[config.mk]
export PLATFORM = sky130hd
export DESIGN_NAME = esp_ratio
export DESIGN_NICKNAME = d
export VERILOG_FILES = /design/src/design/esp_pkg.sv /design/src/design/esp_ratio.sv
export SDC_FILE = /design/constraint.sdc
export NUM_CORES = 1
export LEC_CHECK = 0
export BUFFER_PORTS_ARGS = -buffer_cell sky130_fd_sc_hd__buf_2
export CAP_MARGIN = 40
export CORE_UTILIZATION = 30
export DETAILED_ROUTE_END_ITERATION = 7
export MAX_ROUTING_LAYER = met4
export PLACE_DENSITY = 0.55
export SLEW_MARGIN = 20
export SYNTH_ARGS = -nofsm -noshare
export SYNTH_HDL_FRONTEND = slang
export SYNTH_SLANG_ARGS = --single-unit
export TNS_END_PERCENT = 20
[constraint.sdc]
create_clock -name clock -period 7.61 [get_ports clock]
set_input_delay 0.3805 -clock clock [delete_from_list [all_inputs] [get_ports clock]]
set_output_delay 0.3805 -clock clock [all_outputs]
set_load 0.01 [all_outputs]
[src/design/esp_pkg.sv]
// Shared types and constants of the even strip point upscaler.
// No dependencies; every other file of the block imports this package.
package esp_pkg;

   localparam int unsigned MaxSourceDim  = 4096;
   localparam int unsigned MaxTargetDim  = 8192;
   localparam int unsigned AddrWidth     = $clog2(MaxSourceDim);
   localparam int unsigned DimWidth      = 13;
   localparam int unsigned TgtWidth      = 14;
   localparam int unsigned CountWidth    = 14;
   localparam int unsigned PixelWidth    = 32;
   localparam int unsigned StatusWidth   = 3;
   localparam int unsigned CsrIndexWidth = 3;
   localparam int unsigned CsrDataWidth  = 14;

   typedef enum logic [StatusWidth-1:0] {
      STATUS_OK          = 3'd0,
      STATUS_ODD_TARGET  = 3'd1,
      STATUS_ODD_SOURCE  = 3'd2,
      STATUS_NOT_SMALLER = 3'd3,
      STATUS_NO_MULTIPLE = 3'd4
   } status_type;

   typedef enum logic [CsrIndexWidth-1:0] {
      CSR_SOURCE_WIDTH  = 3'd0,
      CSR_SOURCE_HEIGHT = 3'd1,
      CSR_TARGET_WIDTH  = 3'd2,
      CSR_TARGET_HEIGHT = 3'd3,
      CSR_HALF_RES      = 3'd4
   } csr_index_type;

   typedef enum logic [1:0] {
      TOP_IDLE,
      TOP_RATIO,
      TOP_FILL_COL,
      TOP_FILL_ROW
   } top_state_type;

   typedef enum logic [1:0] {
      RAT_IDLE,
      RAT_DIV_X,
      RAT_DIV_Y
   } ratio_state_type;

   typedef enum logic [1:0] {
      FILL_IDLE,
      FILL_PREP,
      FILL_RUN,
      FILL_FLUSH
   } fill_state_type;

   // Write port of a count memory
   typedef struct packed {
      logic                  en;
      logic [AddrWidth-1:0]  addr;
      logic [CountWidth-1:0] data;
   } esp_wr_type;

endpackage

[src/design/esp_ratio.sv]
// Size checks and scale ratio choice, with a shared restoring divider
// (one quotient bit per cycle). Depends on esp_pkg.
module esp_ratio import esp_pkg::*; (
   input  logic                clock,
   input  logic                reset,
   input  logic                start,
   input  logic                abort,
   input  logic [DimWidth-1:0] source_width,
   input  logic [DimWidth-1:0] source_height,
   input  logic [TgtWidth-1:0] target_width,
   input  logic [TgtWidth-1:0] target_height,
   input  logic                half_resolution,
   output logic                done,
   output status_type          status,
   output logic [DimWidth-1:0] ratio,
   output logic [DimWidth-1:0] strips_w,
   output logic [DimWidth-1:0] strips_h
);

   localparam int unsigned CntWidth = $clog2(TgtWidth);

   ratio_state_type       state_ff, state_in;
   logic                  done_ff;
   status_type            status_ff;
   logic [DimWidth-1:0]   ratio_ff;
   logic [DimWidth-1:0]   sw_ff, sh_ff;
   logic [TgtWidth-1:0]   quo_ff, quo_in;
   logic [TgtWidth-1:0]   rem_ff, rem_in;
   logic [CntWidth-1:0]   cnt_ff;
   logic [TgtWidth-1:0]   xq_ff;
   logic                  xz_ff;
   logic [DimWidth-1:0]   sw_eff, sh_eff;
   status_type            pre_status;
   logic [DimWidth-1:0]   divisor;
   logic [TgtWidth-1:0]   shifted;
   logic                  ge;
   logic                  last_step;
   logic                  xeven, yeven;
   status_type            final_status;
   logic [DimWidth-1:0]   final_ratio;

   // checks done before any division
   always_comb begin
      sw_eff = half_resolution ? {1'b0, source_width[DimWidth-1:1]} : source_width;
      sh_eff = half_resolution ? {1'b0, source_height[DimWidth-1:1]} : source_height;
      priority if (target_width[0] || target_height[0]) begin
         pre_status = STATUS_ODD_TARGET;
      end else if (half_resolution && (source_width[0] || source_height[0])) begin
         pre_status = STATUS_ODD_SOURCE;
      end else if (source_width > DimWidth'(MaxSourceDim)
                   || source_height > DimWidth'(MaxSourceDim)
                   || target_width == '0 || target_height == '0
                   || target_width > TgtWidth'(MaxTargetDim)
                   || target_height > TgtWidth'(MaxTargetDim)) begin
         pre_status = STATUS_NO_MULTIPLE;
      end else if (sw_eff == '0 || sh_eff == '0) begin
         pre_status = STATUS_NO_MULTIPLE;
      end else begin
         pre_status = STATUS_OK;
      end
   end

   // divider step
   always_comb begin
      divisor   = (state_ff == RAT_DIV_X) ? sw_ff : sh_ff;
      shifted   = {rem_ff[TgtWidth-2:0], quo_ff[TgtWidth-1]};
      ge        = shifted >= {1'b0, divisor};
      rem_in    = ge ? (shifted - {1'b0, divisor}) : shifted;
      quo_in    = {quo_ff[TgtWidth-2:0], ge};
      last_step = cnt_ff == CntWidth'(TgtWidth - 1);
   end

   // ratio choice once both quotients are known (y quotient is quo_in)
   always_comb begin
      xeven       = xz_ff && !xq_ff[0];
      yeven       = (rem_in == '0) && !quo_in[0];
      final_ratio = '0;
      priority if (xeven && yeven) begin
         final_status = STATUS_OK;
         final_ratio  = (xq_ff < quo_in) ? DimWidth'(xq_ff >> 1) : DimWidth'(quo_in >> 1);
      end else if (xeven) begin
         if (xq_ff > quo_in) begin
            final_status = STATUS_NOT_SMALLER;
         end else begin
            final_status = STATUS_OK;
            final_ratio  = DimWidth'(xq_ff >> 1);
         end
      end else if (yeven) begin
         if (xq_ff < quo_in) begin
            final_status = STATUS_NOT_SMALLER;
         end else begin
            final_status = STATUS_OK;
            final_ratio  = DimWidth'(quo_in >> 1);
         end
      end else begin
         final_status = STATUS_NO_MULTIPLE;
      end
   end

   // next state
   always_comb begin
      state_in = state_ff;
      unique case (state_ff)
         RAT_IDLE: begin
            if (start && !abort && pre_status == STATUS_OK) begin
               state_in = RAT_DIV_X;
            end
         end
         RAT_DIV_X: begin
            if (abort) begin
               state_in = RAT_IDLE;
            end else if (last_step) begin
               state_in = RAT_DIV_Y;
            end
         end
         RAT_DIV_Y: begin
            if (abort || last_step) begin
               state_in = RAT_IDLE;
            end
         end
         default: state_in = RAT_IDLE;
      endcase
   end

   // control and results
   always_ff @(posedge clock) begin
      if (reset) begin
         state_ff  <= RAT_IDLE;
         done_ff   <= 1'b0;
         status_ff <= STATUS_OK;
         ratio_ff  <= '0;
      end else begin
         state_ff <= state_in;
         done_ff  <= 1'b0;
         if (!abort) begin
            if (state_ff == RAT_IDLE && start && pre_status != STATUS_OK) begin
               status_ff <= pre_status;
               ratio_ff  <= '0;
               done_ff   <= 1'b1;
            end
            if (state_ff == RAT_DIV_Y && last_step) begin
               status_ff <= final_status;
               ratio_ff  <= final_ratio;
               done_ff   <= 1'b1;
            end
         end
      end
   end

   // divider datapath
   always_ff @(posedge clock) begin
      if (state_ff == RAT_IDLE) begin
         if (start) begin
            sw_ff  <= sw_eff;
            sh_ff  <= sh_eff;
            quo_ff <= target_width;
            rem_ff <= '0;
            cnt_ff <= '0;
         end
      end else if (state_ff == RAT_DIV_X && last_step) begin
         xq_ff  <= quo_in;
         xz_ff  <= rem_in == '0;
         quo_ff <= target_height;
         rem_ff <= '0;
         cnt_ff <= '0;
      end else begin
         quo_ff <= quo_in;
         rem_ff <= rem_in;
         cnt_ff <= cnt_ff + CntWidth'(1);
      end
   end

   assign done     = done_ff;
   assign status   = status_ff;
   assign ratio    = ratio_ff;
   assign strips_w = sw_ff;
   assign strips_h = sh_ff;

endmodule

==> flow_summary_export.csv <==
group,metric,value,unit
sta,tns,0,ps
floorplan,die_width,135.7,µm
floorplan,rows,48,
layout,nets,707,
yosys,syn_avg_cell_area,10.33,µm²
critical_path,critPathArrivalTime,5690,ps
place,place_congestion,0.8704,
sta,period_needed,5398,ps
cts,root_buffer,"clkbuf_16",
sta,timing.slew.headroom,57.14,%
critical_path,r2r_cells,20,
sta,slew_violations,0,
grt,grt_usage,17.32,%
yosys,ys.flop_type,"edfxtp_1",
layout,final_util,37.21,%
sta,worst_slew_pin_slew,642.9,ps
yosys,seq_area_frac_synth,47.43,%
critical_path,end_kind,"flip-flop",
cts,numCtsBuffers,9,
routing,avgRoutedWirePerCell,17.75,µm
sta,hold_viol_final,0,
power_and_ir_drop,power_density,184.2,mW/mm²
layout,syn_to_final_growth,20.49,%
yosys,async_flop_share,0,%
run,maxCapViolCount,0,
floorplan,fp.dieH,135.7,µm
sta,skew,11.16,ps
routing,drt_first_pass_iters,5,
layout,final_cell_mix,"buf_2 (101), edfxtp_1 (72), nor2_1 (44)",
yosys,synth_top_area_share,40.34,%
power_and_ir_drop,p_switching,0.0003238,W
cts,cts_tree,"built",
sta,fin_crit_sh,70.94,%
power_and_ir_drop,p_int,0.0008660,W
routing,postRouteAntennaNets,0,
yosys,yosys.cell_types.count,57,
cts,cts_resized,0,
cts,cts.sinks,91,
yosys,postSynthCellCount,519,
layout,final_common_cell,"buf_2",
cts,clk_pin_slew,60,ps
grt,grt_pass1_vias,4400,
floorplan,initial_utilization,30.88,%
place,dpl.hpwl,11360,µm
sta,clock.fmax,185.2,MHz
grt,grt_overflow_total,0,
yosys,syn-cell-area,0.005360,mm²
floorplan,io_pins,102,
cts,clock_path_buffers,2,
critical_path,required,7900,ps
power_and_ir_drop,seq_power_share,48.0,%
floorplan,core-area,0.01736,mm²
grt,grt_max_degree,32,
grt,grt_first_pass_wirelength,23580,µm
power_and_ir_drop,power_frac_comb,15.2,%
place,portBuffers,101,
yosys,ys.warnings.count,0,
yosys,synth_area_leader_cell,"edfxtp_1",
yosys,syn_nets,608,
power_and_ir_drop,p_clk_share,36.8,%
min_path,hold_path_depth,2,
outcome,status,"finished clean",
cts,htreeDepth,3,
yosys,synth-edff-count,72,
sta,setup-violations-final,0,
critical_path,worstSetupPathType,"flip-flop to flip-flop",
min_path,hold_class,"input port to flip-flop",
routing,num_vias,4527,
critical_path,crit_path_start_kind,"flip-flop",
critical_path,crit_fanout,17,
routing,drcViolationCount,0,
cts,post_cts_buffers,0,
grt,antenna_found_initial,0,
power_and_ir_drop,peakVddDrop,0.1350,mV
power_and_ir_drop,leakage,2.697,nW
yosys,synth_area_leaders,"edfxtp_1 (40%), dfxtp_1 (7.1%), ha_1 (6.8%)",
layout,drive_above_1_share,25.36,%
routing,routed_wl,15050,µm
layout,diodes,0,
routing,drtIter0Drc,327,
floorplan,design.die.area,0.01841,mm²
cts,cts_hold_buf,0,
yosys,ys_seq_elements,91,
routing,routed_via_density,5.338,
sta,rsz0062_at_grt,"false",
cts,insertion_delay,350,ps
power_and_ir_drop,sw_frac_of_total,27.21,%
final timing paths:
kind	startpoint	end	slack [ps]
setup / recovery	state_ff[1]$_SDFFE_PP0P_	status[1]$_SDFFE_PP0P_	2210
hold / removal	reset	state_ff[1]$_SDFFE_PP0P_	310
hold reg to reg	ratio[5]$_SDFFE_PP0P_	ratio[5]$_SDFFE_PP0P_	470
setup reg to reg	state_ff[1]$_SDFFE_PP0P_	status[1]$_SDFFE_PP0P_	2210
routing by layer:
metal | global-route usage (%) | part of all wire [%]
met5 | - | 0
met4 | 4.931 | 1.1
met3 | 3.741 | 6.4
met2 | 26.30 | 45
met1 | 23.06 | 48
metrics by stage:
stage / instances / area [µm²] / worst slack [ps] / hold slack [ps] / total power (W)
final: 848 / 6459 / 2212 / 313.1 / 0.001190
after global routing: 848 / 6459 / 1762 / 308.2 / 0.001242
after CTS: 846 / 6432 / 1689 / 284.7 / 0.001203
after detailed placement: 830 / 6150 / 1665 / 453.2 / 0.0007603
after global placement: 826 / 6100 / 1878 / 453.3 / 0.0007554
after floorplan: 519 / 5360 / 2690 / 450.9 / 0.0006936
Yosys cell counts, types with 9 or more instances:
| cell | count |
|---|---|
| ha_1 | 29 |
| nand3_1 | 9 |
| o2bb2ai_1 | 13 |
| clkbuf_1 | 20 |
| o21ai_0 | 21 |
| nor3_1 | 20 |
| nand2_1 | 43 |
| inv_1 | 23 |
| edfxtp_1 | 72 |
| a211oi_1 | 15 |
| a21oi_1 | 33 |
| nor2_1 | 45 |
| mux2i_1 | 18 |
| mux2_2 | 23 |
| nor4_1 | 10 |
| dfxtp_1 | 19 |
| a22oi_1 | 13 |
cell families after synthesis:
logic type | share of synthesized area (%)
compound gates | 16.71
xor+xnor | 2.124
fa+ha+maj | 7.143
buf+inv | 3.548
flops | 47.43
mux | 8.193
simple gates | 14.85
worst max-delay path, cell delays in order (launching register included):
cell	delay [ps]
dfxtp_1	400
nand2b_1	300
buf_8	210
mux2_2	350
ha_1	190
inv_1	70
fa_1	200
a21o_1	150
a221o_1	240
a21oi_2	120
a21bo_1	390
inv_4	250
ha_1	190
nor2b_1	40
o21ai_0	130
a31oi_1	110
or4_1	700
buf_6	280
or4b_1	490
a31oi_1	280
o221a_2	230
area by class of cell:
| class | count | area (µm²) |
|---|---|---|
| Clock buffer | 10 | 239.0 |
| Clock inverter | 6 | 43.79 |
| Fill cell | 1722 | 10900 |
| Inverter | 24 | 92.59 |
| Multi-Input combinational cell | 380 | 2640 |
| Sequential cell | 91 | 2542 |
| Tap cell | 225 | 281.5 |
| Timing Repair Buffer | 112 | 619.3 |
power by group through the flow:
stage          registers [W]  clock network (W)  logic [W]
3_5_place_dp        0.000582                  0   0.000178
6_report            0.000571           0.000438   0.000181
4_1_cts             0.000571           0.000453   0.000179
5_1_grt             0.000574           0.000468   0.000200
3_3_place_gp        0.000583                  0   0.000173
2_1_floorplan       0.000583                  0   0.000111
flip-flops by register name, indices dropped and copies added (netlist names):
name	count
state_ff	2
strips_h	13
xq_ff	14
strips_w	13
status	3
cnt_ff	4
rem_ff	13
ratio	13
quo_ff	14
done	1
xz_ff	1
(Power assumes the default switching activity.)
