### config.mk
export PLATFORM = sky130hd
export DESIGN_NAME = esp_strip_fill
export DESIGN_NICKNAME = d
export VERILOG_FILES = /design/src/design/esp_pkg.sv /design/src/design/esp_strip_fill.sv
export SDC_FILE = /design/constraint.sdc
export NUM_CORES = 1
export LEC_CHECK = 0
export BUFFER_PORTS_ARGS = -buffer_cell sky130_fd_sc_hd__buf_2
export CAP_MARGIN = 0
export CORE_MARGIN = 4
export CORE_UTILIZATION = 54
export CTS_CLUSTER_SIZE = 24
export DETAILED_ROUTE_END_ITERATION = 10
export HOLD_SLACK_MARGIN = 0.08
export PLACE_DENSITY = 0.82
export SYNTH_ARGS = -nofsm -noshare
export SYNTH_HDL_FRONTEND = slang
export SYNTH_SLANG_ARGS = --single-unit
export TNS_END_PERCENT = 50
### constraint.sdc
create_clock -name clock -period 6.9 [get_ports clock]
set_clock_uncertainty 0.1 [all_clocks]
set_input_delay 0.345 -clock clock [delete_from_list [all_inputs] [get_ports clock]]
set_output_delay 0.345 -clock clock [all_outputs]
set_load 0.01 [all_outputs]
### src/design/esp_pkg.sv
// Shared types and constants of the even strip point upscaler.
// No dependencies; every other file of the block imports this package.
package esp_pkg;

   localparam int unsigned MaxSourceDim  = 4096;
   localparam int unsigned MaxTargetDim  = 8192;
   localparam int unsigned AddrWidth     = $clog2(MaxSourceDim);
   localparam int unsigned DimWidth      = 13;
   localparam int unsigned TgtWidth      = 14;
   localparam int unsigned CountWidth    = 14;
   localparam int unsigned PixelWidth    = 32;
   localparam int unsigned StatusWidth   = 3;
   localparam int unsigned CsrIndexWidth = 3;
   localparam int unsigned CsrDataWidth  = 14;

   typedef enum logic [StatusWidth-1:0] {
      STATUS_OK          = 3'd0,
      STATUS_ODD_TARGET  = 3'd1,
      STATUS_ODD_SOURCE  = 3'd2,
      STATUS_NOT_SMALLER = 3'd3,
      STATUS_NO_MULTIPLE = 3'd4
   } status_type;

   typedef enum logic [CsrIndexWidth-1:0] {
      CSR_SOURCE_WIDTH  = 3'd0,
      CSR_SOURCE_HEIGHT = 3'd1,
      CSR_TARGET_WIDTH  = 3'd2,
      CSR_TARGET_HEIGHT = 3'd3,
      CSR_HALF_RES      = 3'd4
   } csr_index_type;

   typedef enum logic [1:0] {
      TOP_IDLE,
      TOP_RATIO,
      TOP_FILL_COL,
      TOP_FILL_ROW
   } top_state_type;

   typedef enum logic [1:0] {
      RAT_IDLE,
      RAT_DIV_X,
      RAT_DIV_Y
   } ratio_state_type;

   typedef enum logic [1:0] {
      FILL_IDLE,
      FILL_PREP,
      FILL_RUN,
      FILL_FLUSH
   } fill_state_type;

   // Write port of a count memory
   typedef struct packed {
      logic                  en;
      logic [AddrWidth-1:0]  addr;
      logic [CountWidth-1:0] data;
   } esp_wr_type;

endpackage

### src/design/esp_strip_fill.sv
// Strip table builder: walks the target pixel pairs of one axis and writes
// each strip's repeat count once. Depends on esp_pkg.
module esp_strip_fill import esp_pkg::*; (
   input  logic                clock,
   input  logic                reset,
   input  logic                start,
   input  logic                abort,
   input  logic [DimWidth-1:0] strips,
   input  logic [TgtWidth-1:0] tdim,
   input  logic [DimWidth-1:0] ratio,
   output esp_wr_type          wr,
   output logic                done
);

   fill_state_type          state_ff, state_in;
   logic [DimWidth-1:0]     strips_ff, ratio_ff, half_ff, sdim_ff;
   logic [DimWidth-1:0]     rem_ff, sub_ff, raw_ff, cur_ff, t_ff;
   logic [CountWidth-1:0]   acc_ff;
   logic [DimWidth-1:0]     strip_now;
   logic                    changed;
   logic [TgtWidth-1:0]     sum;
   logic                    wrap_q;
   logic [TgtWidth-1:0]     sub_next;
   logic [2*DimWidth-1:0]   product;
   logic                    last_pair;

   // per-pair arithmetic: the rounded source position advances by at most
   // one per pair, so a running remainder replaces the division
   always_comb begin
      strip_now = (raw_ff >= strips_ff) ? (strips_ff - DimWidth'(1)) : raw_ff;
      changed   = strip_now != cur_ff;
      sum       = {1'b0, rem_ff} + {1'b0, sdim_ff};
      wrap_q    = sum >= {1'b0, half_ff};
      sub_next  = {1'b0, sub_ff} + TgtWidth'(1);
      product   = strips_ff * ratio_ff;
      last_pair = t_ff == (half_ff - DimWidth'(1));
   end

   // write out a strip when the walk leaves it, and the last one at the end
   always_comb begin
      wr.en   = (state_ff == FILL_RUN && changed) || state_ff == FILL_FLUSH;
      wr.addr = cur_ff[AddrWidth-1:0];
      wr.data = acc_ff;
      done    = state_ff == FILL_FLUSH;
   end

   // next state; a new walk may start straight from the flush cycle
   always_comb begin
      state_in = state_ff;
      unique case (state_ff)
         FILL_IDLE:  if (start && !abort) state_in = FILL_PREP;
         FILL_PREP:  state_in = abort ? FILL_IDLE : FILL_RUN;
         FILL_RUN: begin
            if (abort) begin
               state_in = FILL_IDLE;
            end else if (last_pair) begin
               state_in = FILL_FLUSH;
            end
         end
         FILL_FLUSH: state_in = (start && !abort) ? FILL_PREP : FILL_IDLE;
         default:    state_in = FILL_IDLE;
      endcase
   end

   always_ff @(posedge clock) begin
      if (reset) begin
         state_ff <= FILL_IDLE;
      end else begin
         state_ff <= state_in;
      end
   end

   // datapath
   always_ff @(posedge clock) begin
      unique case (state_ff)
         FILL_IDLE, FILL_FLUSH: begin
            if (start) begin
               strips_ff <= strips;
               ratio_ff  <= ratio;
               half_ff   <= tdim[TgtWidth-1:1];
            end
         end
         FILL_PREP: begin
            sdim_ff <= product[DimWidth-1:0];
            rem_ff  <= half_ff >> 1;
            sub_ff  <= '0;
            raw_ff  <= '0;
            cur_ff  <= '0;
            acc_ff  <= '0;
            t_ff    <= '0;
         end
         FILL_RUN: begin
            if (changed) begin
               cur_ff <= strip_now;
               acc_ff <= CountWidth'(2);
            end else begin
               acc_ff <= acc_ff + CountWidth'(2);
            end
            if (wrap_q) begin
               rem_ff <= DimWidth'(sum - {1'b0, half_ff});
               if (sub_next == {1'b0, ratio_ff}) begin
                  sub_ff <= '0;
                  raw_ff <= raw_ff + DimWidth'(1);
               end else begin
                  sub_ff <= sub_next[DimWidth-1:0];
               end
            end else begin
               rem_ff <= sum[DimWidth-1:0];
            end
            t_ff <= t_ff + DimWidth'(1);
         end
         default: ;
      endcase
   end

endmodule

==> results of run 1 <==
-- cells in the mapped netlist, drive strengths merged, types with 9 or more instances --
master	number
nand2	98
or3	16
o21ai	26
or2	11
nand4	23
a21oi	50
and3	9
xnor2	66
nor3	22
nand3	45
nor2b	9
buf	19
clkbuf	40
nor2	69
fa	50
edfxtp	130
xor2	45
nor4	16
ha	84
and2	47
inv	138
or4	14
a211oi	22
a21o	9
-- final cells by class --
type                    count  area share
multi-input cells         828      0.5063
flip-flops and latches    132      0.3137
repair buffers            118     0.06468
inverters                 138     0.04120
clock buffers              17     0.03383
well taps                 270     0.02687
clock inverters            15     0.01343
-- how the worst max path moves through the flow --
| stage | startpoint | endpoint | slack [ps] | cells after the start |
|---|---|---|---|---|
| global route | strips_ff[2]$_DFFE_PP_ | sdim_ff[12]$_DFFE_PP_ | 1350 | 18 |
| detailed placement | strips_ff[4]$_DFFE_PP_ | sdim_ff[12]$_DFFE_PP_ | 1680 | 18 |
| global placement | strips_ff[4]$_DFFE_PP_ | sdim_ff[12]$_DFFE_PP_ | 1760 | 18 |
| finish | strips_ff[4]$_DFFE_PP_ | sdim_ff[12]$_DFFE_PP_ | 1650 | 18 |
| CTS | strips_ff[2]$_DFFE_PP_ | sdim_ff[12]$_DFFE_PP_ | 1650 | 18 |
| floorplan | sdim_ff[0]$_DFFE_PP_ | raw_ff[0]$_SDFFCE_PN0P_ | 1960 | 15 |
-- metal layers --
metal	vias up	wire length [µm]
li1	4195	-
met1	4280	10790
met2	351	13470
met3	64	1801
met4	0	627
met5	-	0
-- state kept, by name (all words and copies together), names as in the netlist --
| register | count |
|---|---|
| acc_ff | 13 |
| cur_ff | 13 |
| half_ff | 13 |
| ratio_ff | 13 |
| raw_ff | 13 |
| rem_ff | 13 |
| sdim_ff | 13 |
| strips_ff | 13 |
| sub_ff | 13 |
| t_ff | 13 |
| state_ff | 2 |
-- worst reg2reg max path, delay by kind of cell, from the launching register on --
kind,cells,cell delay [ps]
fa+ha+maj,6,2650
buf+inv,5,270
simple gates,1,310
xor+xnor,1,80
compound gates,5,890
flops,1,680
-- cell families after synthesis --
logic type               after synthesis  share of synthesized area
AND/OR/NAND/NOR                      392                     0.1822
multiplexers                           6                   0.005532
other                                  1                  0.0003384
buffers and inverters                197                    0.07135
XOR/XNOR                             111                    0.08772
adder cells (fa/ha/maj)              134                     0.1851
AO/OA/AOI/OAI                        184                     0.1119
flip-flops                           132                     0.3558
-- stage by stage --
stage	total power, mW	instances
after floorplan	2.961	1157
after global placement	3.325	1446
after detailed placement	3.432	1446
after CTS	4.426	1518
after global routing	4.778	1518
final	4.437	1518
-- power groups by stage --
stage	Combinational (mW)	Clock [mW]	Sequential (mW)
2_1_floorplan	1.81	0	1.15
3_3_place_gp	2.12	0	1.21
3_5_place_dp	2.22	0	1.21
4_1_cts	2.29	0.936	1.20
5_1_grt	2.59	0.976	1.21
6_report	2.30	0.933	1.20
-- repair_timing --
action	CTS	global route
hold endpoints to repair	41	0
setup buffers	0	0
hold buffers	40	0
==> impl_metrics.csv, run 1 <==
group,metric,value,unit
route,drtAntennaViolNets,0,
finish,final_core_util,0.6214,
timing,min_period_over_period,0.7605,
pwr,internal-power,2.613,mW
clock_tree,clockRootBuffer,"clkbuf_16",
timing,relSlewSlack,0.2300,
worst_setup_path,cp-start-kind,"flop",
clock_tree,cts_resized,0,
die,core,20230,µm²
placed_design,placedInstanceArea,11580,µm²
placed_design,gp_congestion,0.8746,
grt,use_met2,0.4168,
worst_setup_path,r2r_setup_slack,1650,ps
route,route.detailed.wl_per_inst,17.58,µm
finish,syn_to_final_growth,13.45,%
finish,n_fill_cell,1601,
synthesis,synthTopCellsByArea,"edfxtp_1, ha_1, fa_1",
worst_setup_path,required,6980,ps
synthesis,synth-edff-count,130,
clock_tree,cts_tree,"done",
worst_setup_path,path_class,"flop to flop",
die,start_util,0.5477,
grt,grt.total_usage,0.2414,
clock_tree,clock_latency,440,ps
worst_setup_path,r2r_cells,18,
hold_path,holdPathEnd,"state_ff[1]$_SDFFE_PP0P_",
placed_design,io_buffers,69,
worst_setup_path,path_common_cell,"inv_1",
timing,fin_setup_tns,0,ps
finish,drive_gt1_frac,0.1066,
synthesis,netlist_area,11080,µm²
grt,grt_busiest_layer,"met2",
synthesis,synthCells,1157,
clock_tree,cts_buffers,17,
die,die-width,151.3,µm
placed_design,pre_cts_ws,1676,ps
placed_design,dp_hpwl,18.17,mm
pwr,combPwrFrac,0.519,
synthesis,yosysTopAreaCellShare,0.3522,
pwr,p_per_area,352.9,nW/µm²
worst_setup_path,worstPathCellList,"and2_1 > fa_1 > inv_1 > fa_1 > inv_1 > fa_1 > ha_1 > inv_1 > fa_1 > inv_1 > ha_1 > inv_1 > o21ai_0 > a21o_1 > a21o_1 > a21o_1 > a21oi_1 > xnor2_1",
grt,grt_pass1_vias,8960,
synthesis,syn_avg_cell_area,9.579,µm²
timing,drv_slew,0,
finish,n_antenna_cell,0,
die,die_h,151.3,µm
clock_tree,cts-htree-levels,4,
grt,grt_pass1_wl,43.70,mm
grt,grt_max_degree,56,
route,drt_iter0_drc,725,
timing,timing.hold.ws,140.1,ps
synthesis,yosys_most_used_dff,"edfxtp_1",
grt,grtUsageMet3,0.04249,
route,vias,8890,
worst_setup_path,cp_top_family,"adder cells",
route,first_pass_iters,8,
worst_setup_path,crit_buf_inv,5,
finish,final_cell_mix,"inv_1, edfxtp_1, nand2_1",
finish,seqCellArea,3944,µm²
clock_tree,clk_path_buf_depth,2,
hold_path,min_path_cells,3,
timing,period_needed,5248,ps
run_status,status,"completed",
synthesis,synth-async-reset-ratio,0,
worst_setup_path,cpMaxStageDelayCell,"edfxtp_1",
die,rows,52,
synthesis,synth_seq_area_share,0.3558,
finish,fin_nets,1413,
synthesis,ys_ff_latch,132,
worst_setup_path,crit_arrival,5330,ps
worst_setup_path,r2r-end,"sdim_ff[12]$_DFFE_PP_",
timing,finalSetupViolCount,0,
pwr,p_seq_frac,0.270,
die,pin_count,72,
grt,antenna_found_initial,0,
pwr,peakVddDrop,0.2243,mV
synthesis,yosys.area.top_type,"edfxtp_1",
hold_path,min_from,"abort",
synthesis,yosysWarnings,0,
finish,postLayoutCellArea,12570,µm²
route,wirelength,26.69,mm
worst_setup_path,cp-end-kind,"flop",
synthesis,synthesis.nets,1335,
worst_setup_path,critPathMaxFanout,16,
pwr,leakage,5.120,nW
pwr,clkPwrFrac,0.210,
timing,hold_viol,0,
worst_setup_path,r2r_start,"strips_ff[4]$_DFFE_PP_",
clock_tree,path_clk_slew,60,ps
job,drv_cap,0,
route,drc_errors,0,
pwr,p_sw_frac,0.4111,
clock_tree,cts.sinks,132,
pwr,power_switching,1.824,mW
finish,multi_input_area,6366,µm²
timing,fmax,0.1906,GHz
die,die_area,22880,µm²
hold_path,hold_path_class,"primary input to flop",
route,viasPerCell,5.856,
timing,rsz0062_at_grt,"no",
timing,final.setup.worst_slack,1652,ps
finish,final_common_cell,"inv_1",
synthesis,ys_types,66,
grt,use_met1,0.3062,
grt,grt-ovfl-total,0,
worst_setup_path,cpPeakStageDelay,680,ps
timing,tightestPinTransition,1153,ps
No activity file was read; power rests on OpenSTA's default activity.
==> inputs of run 2 (changes only) <==
==> constraint.sdc (replaced) <==
create_clock -name clock -period 5.3 [get_ports clock]
set_clock_uncertainty 0.1 [all_clocks]
set_input_delay 0.265 -clock clock [delete_from_list [all_inputs] [get_ports clock]]
set_output_delay 0.265 -clock clock [all_outputs]
set_load 0.01 [all_outputs]
==> impl_metrics.csv, run 2 (synthesized netlist as in run 1, its figures left out) <==
group,metric,value,unit
grt,antenna_found_initial,0,
placed_design,dp_hpwl,18.39,mm
clock_tree,clockRootBuffer,"clkbuf_16",
grt,grt-ovfl-total,0,
die,die_h,151.3,µm
pwr,internal-power,3.366,mW
finish,n_fill_cell,1546,
die,pin_count,72,
worst_setup_path,path_class,"flop to flop",
die,die-width,151.3,µm
finish,syn_to_final_growth,13.87,%
route,first_pass_iters,5,
grt,grt_max_degree,56,
route,wirelength,26.34,mm
clock_tree,path_clk_slew,50,ps
timing,min_period_over_period,0.9512,
grt,grt_pass1_vias,9000,
route,vias,8967,
finish,final_common_cell,"inv_1",
timing,finalSetupViolCount,0,
timing,period_needed,5041,ps
grt,grt.total_usage,0.2369,
pwr,peakVddDrop,0.3161,mV
die,die_area,22880,µm²
route,viasPerCell,5.861,
timing,relSlewSlack,0.1895,
pwr,p_total,5.642,mW
placed_design,io_buffers,69,
worst_setup_path,required,5360,ps
finish,postLayoutCellArea,12620,µm²
clock_tree,cts_buffers,17,
route,drt_iter0_drc,669,
placed_design,gp_congestion,0.9010,
clock_tree,clock_latency,430,ps
die,core,20230,µm²
finish,fin_nets,1427,
pwr,combPwrFrac,0.534,
run_status,status,"completed",
timing,fmax,0.1984,GHz
route,route.detailed.wl_per_inst,17.21,µm
clock_tree,cts_resized,0,
pwr,clkPwrFrac,0.191,
pwr,power_switching,2.276,mW
finish,n_antenna_cell,0,
clock_tree,clk_path_buf_depth,2,
grt,grtUsageMet3,0.04159,
job,drv_cap,0,
clock_tree,cts.sinks,132,
finish,final_core_util,0.6237,
worst_setup_path,crit_arrival,5110,ps
grt,use_met2,0.4112,
grt,use_met1,0.3023,
worst_setup_path,critPathMaxFanout,7,
pwr,leakage,5.159,nW
worst_setup_path,worstPathCellList,"buf_4 > and2_1 > fa_1 > inv_1 > fa_1 > inv_1 > ha_1 > ha_1 > fa_1 > inv_1 > fa_1 > inv_1 > a21oi_1 > o21ai_0 > a21o_1 > a21o_1 > a21o_1 > a21oi_1 > xnor2_1",
grt,grt_pass1_wl,43.26,mm
timing,fin_setup_tns,0,ps
worst_setup_path,cpPeakStageDelay,580,ps
worst_setup_path,cp-end-kind,"flop",
route,drc_errors,0,
die,rows,52,
clock_tree,cts_tree,"done",
worst_setup_path,cpMaxStageDelayCell,"fa_1",
clock_tree,post_cts_buffers,0,
timing,drv_slew,0,
timing,tightestPinTransition,1205,ps
pwr,p_seq_frac,0.274,
clock_tree,cts-htree-levels,4,
finish,drive_gt1_frac,0.1111,
placed_design,placedInstanceArea,11690,µm²
grt,grt_busiest_layer,"met2",
route,drtAntennaViolNets,0,
hold_path,hold_path_class,"primary input to flop",
pwr,p_per_area,447.0,nW/µm²
finish,final_cell_mix,"inv_1, edfxtp_1, nand2_1",
pwr,p_sw_frac,0.4034,
timing,rsz0062_at_grt,"no",
timing,hold_viol,0,
die,start_util,0.5477,
worst_setup_path,cp-start-kind,"flop",
-- run 2: layout make-up --
class | instances | area [µm²] | share of cell area
multi-input combinational | 828 | 6366 | 0.5044
sequential | 132 | 3944 | 0.3125
timing repair buffer | 132 | 933.4 | 0.07396
inverter | 138 | 518.0 | 0.04104
clock buffer | 19 | 432.9 | 0.03430
tap | 270 | 337.8 | 0.02677
clock inverter | 11 | 88.84 | 0.007039
-- run 2: timing repair --
item                                    4_1_cts  5_1_grt
hold buffers                                 41        0
endpoints found under the setup margin        0        0
hold endpoints to repair                     41        0
-- run 2: worst paths after layout --
check / from / endpoint / slack [ps] / cells after the start
max: strips_ff[4]$_DFFE_PP_ / sdim_ff[12]$_DFFE_PP_ / 260 / 19
min: abort / state_ff[0]$_SDFFE_PP0P_ / 210 / 4
max reg2reg: strips_ff[4]$_DFFE_PP_ / sdim_ff[12]$_DFFE_PP_ / 260 / 19
min reg2reg: state_ff[0]$_SDFFE_PP0P_ / state_ff[0]$_SDFFE_PP0P_ / 540 / 2
-- run 2: through the flow --
stage	hold slack [ps]	std cells	setup WS, ps
floorplan	234.1	1157	357.5
global placement	341.2	1459	361.1
detailed placement	343.1	1459	295.6
CTS	199.3	1530	261.5
global route	240.6	1530	53.74
finish	213.2	1530	258.7
-- run 2: power groups by stage --
| stage | clock [mW] | combinational (mW) | sequential [mW] |
|---|---|---|---|
| detailed placement | 0 | 2.95 | 1.56 |
| CTS | 1.09 | 3.00 | 1.54 |
| global placement | 0 | 2.83 | 1.56 |
| floorplan | 0 | 2.36 | 1.50 |
| global route | 1.14 | 3.39 | 1.56 |
| finish | 1.08 | 3.01 | 1.55 |
-- run 2: worst max-delay path, delay by kind of cell (launching register included) --
kind                     cells  cell delay, ps
adder cells (fa/ha/maj)      6            2670
XOR/XNOR                     1             130
AND/OR/NAND/NOR              1             140
flip-flops                   1             470
buffers and inverters        5             440
AO/OA/AOI/OAI                6             820
-- run 2: per-layer routing --
metal / vias up / share of wire
li1: 4233 / -
met1: 4342 / 0.42
met2: 342 / 0.50
met3: 50 / 0.064
met4: 0 / 0.019
met5: - / 0
==> inputs of run 3 (changes only) <==
--- a/config.mk
+++ b/config.mk
@@ -12,7 +12,7 @@
 export CTS_CLUSTER_SIZE = 24
 export DETAILED_ROUTE_END_ITERATION = 10
 export HOLD_SLACK_MARGIN = 0.08
-export PLACE_DENSITY = 0.82
+export PLACE_DENSITY = 0.85
 export SYNTH_ARGS = -nofsm -noshare
 export SYNTH_HDL_FRONTEND = slang
 export SYNTH_SLANG_ARGS = --single-unit
==> constraint.sdc (replaced) <==
create_clock -name clock -period 4.3 [get_ports clock]
set_clock_uncertainty 0.1 [all_clocks]
set_input_delay 0.215 -clock clock [delete_from_list [all_inputs] [get_ports clock]]
set_output_delay 0.215 -clock clock [all_outputs]
set_load 0.01 [all_outputs]
==> impl_metrics.csv, run 3 (synthesized netlist as in run 1, its figures left out) <==
group,metric,value,unit
run_status,status,"complete, but fails checks",
run_status,violations,"setup timing",
route,drtAntennaViolNets,0,
placed_design,gp_congestion,0.9259,
clock_tree,clk_path_buf_depth,2,
timing,period_needed,4923,ps
grt,grt-ovfl-total,0,
route,wirelength,34.30,mm
timing,drv_slew,0,
route,vias,10194,
clock_tree,cts-htree-levels,4,
clock_tree,cts_tree,"done",
grt,antenna_found_initial,0,
placed_design,pre_cts_ws,-410.3,ps
timing,min_period_over_period,1.145,
worst_setup_path,critPathMaxFanout,6,
die,die_h,151.3,µm
timing,relSlewSlack,0.1670,
worst_setup_path,cp-end-kind,"flop",
route,first_pass_iters,6,
finish,syn_to_final_growth,27.68,%
pwr,leakage,5.874,nW
worst_setup_path,crit_buf_inv,5,
pwr,peakVddDrop,0.5220,mV
worst_setup_path,path_class,"flop to flop",
grt,grt_pass1_wl,49.85,mm
pwr,p_per_area,637.0,nW/µm²
worst_setup_path,cp-start-kind,"flop",
timing,final.setup.worst_slack,-623.0,ps
finish,n_antenna_cell,0,
die,core,20230,µm²
worst_setup_path,required,4380,ps
timing,fin_setup_tns,-8625,ps
placed_design,io_buffers,69,
die,start_util,0.5477,
die,die-width,151.3,µm
placed_design,placed_cells,1539,
clock_tree,clockRootBuffer,"clkbuf_16",
die,pin_count,72,
hold_path,hold_path_class,"primary input to flop",
finish,n_fill_cell,1293,
worst_setup_path,cpMaxStageDelayCell,"fa_1",
placed_design,placedInstanceArea,12390,µm²
job,drv_cap,0,
timing,fmax,0.2031,GHz
placed_design,dp_hpwl,20.38,mm
finish,fin_nets,1543,
timing,finalSetupViolCount,59,
timing,rsz0062_at_grt,"yes",
finish,postLayoutCellArea,14150,µm²
worst_setup_path,worstPathCellList,"buf_4 > and2_4 > fa_1 > inv_2 > fa_1 > inv_1 > fa_1 > fa_1 > inv_1 > fa_1 > inv_2 > ha_4 > a21o_1 > a21o_1 > a21oi_2 > xnor2_1",
grt,grt_pass1_vias,9987,
worst_setup_path,r2r_setup_slack,-620,ps
finish,instances_no_fill,1647,
finish,final_common_cell,"edfxtp_1",
worst_setup_path,path_common_cell,"fa_1",
route,route.detailed.wl_per_inst,20.82,µm
timing,tightestPinTransition,1247,ps
finish,drive_gt1_frac,0.2484,
route,viasPerCell,6.189,
route,drt_iter0_drc,1213,
worst_setup_path,cp_top_family,"adder cells",
die,die_area,22880,µm²
die,rows,52,
clock_tree,path_clk_slew,60,ps
worst_setup_path,cpPeakStageDelay,540,ps
grt,grt.total_usage,0.2794,
grt,grt_max_degree,56,
finish,final_cell_mix,"edfxtp_1, inv_1, buf_4",
timing,hold_viol,0,
worst_setup_path,crit_arrival,5000,ps
clock_tree,clock_latency,440,ps
clock_tree,cts.sinks,132,
route,drc_errors,0,
clock_tree,cts_buffers,17,
[run 3: changes by cell type in the layout (fill, tap and decap cells not counted), moves of 4 or more]
cell,previous run,this run
inv_1,137,127
ha_1,83,72
and2_4,0,12
xnor2_1,66,62
inv_2,1,10
a21oi_2,0,10
buf_4,21,113
and2_1,47,36
buf_6,0,18
ha_4,0,10
a21oi_1,50,36
a21oi_4,0,4
[run 3: worst paths after layout]
kind	start	endpoint	depth (start not counted)
worst min register to register	state_ff[0]$_SDFFE_PP0P_	state_ff[0]$_SDFFE_PP0P_	2
worst max register to register	ratio_ff[2]$_DFFE_PP_	sdim_ff[12]$_DFFE_PP_	16
worst max-delay path	ratio_ff[2]$_DFFE_PP_	sdim_ff[12]$_DFFE_PP_	16
worst min-delay path	abort	state_ff[0]$_SDFFE_PP0P_	4
[run 3: routing by layer]
layer / global-route usage / vias up / share of wire
met5: 0 / - / 0
met4: 0.1478 / 0 / 0.071
met3: 0.05655 / 235 / 0.084
met2: 0.4823 / 655 / 0.50
met1: 0.3271 / 4830 / 0.35
li1: - / 4474 / -
[run 3: what timing repair did]
| action | 4_1_cts | 5_1_grt |
|---|---|---|
| setup endpoints to repair | 67 | 68 |
| pin swaps | 53 | 35 |
| hold buffers | 41 | 0 |
| setup buffers | 19 | 17 |
| cloned | 1 | 1 |
| endpoints found under the hold margin | 41 | 0 |
| resized for setup | 42 | 65 |
[run 3: where the power goes]
group	total [mW]	switching, mW	internal, mW
sequential	1.89	0.172	1.72
clock	1.50	0.595	0.906
combinational	5.62	2.96	2.66
total	9.01	3.72	5.29
[run 3: layout make-up]
type	instances	area, µm²	area share
multi-input cells	830	6863	0.4850
clock inverters	13	160.2	0.01132
inverters	138	520.5	0.03678
well taps	270	337.8	0.02387
clock buffers	18	429.2	0.03033
flip-flops and latches	132	3944	0.2787
repair buffers	246	1897	0.1340
[run 3: through the flow]
stage	power [mW]	hold WS [ps]	utilization
after global placement	6.048	291.3	0.6121
after CTS	8.139	124.6	0.6776
after global routing	9.498	165.3	0.6994
final	9.014	133.3	0.6994
after detailed placement	6.276	293.1	0.6121
after floorplan	4.932	184.1	-
[run 3: worst min-delay path: cells and delay by family]
family	cells	cell delay, ps
AO/OA/AOI/OAI	2	260
buffers and inverters	2	150
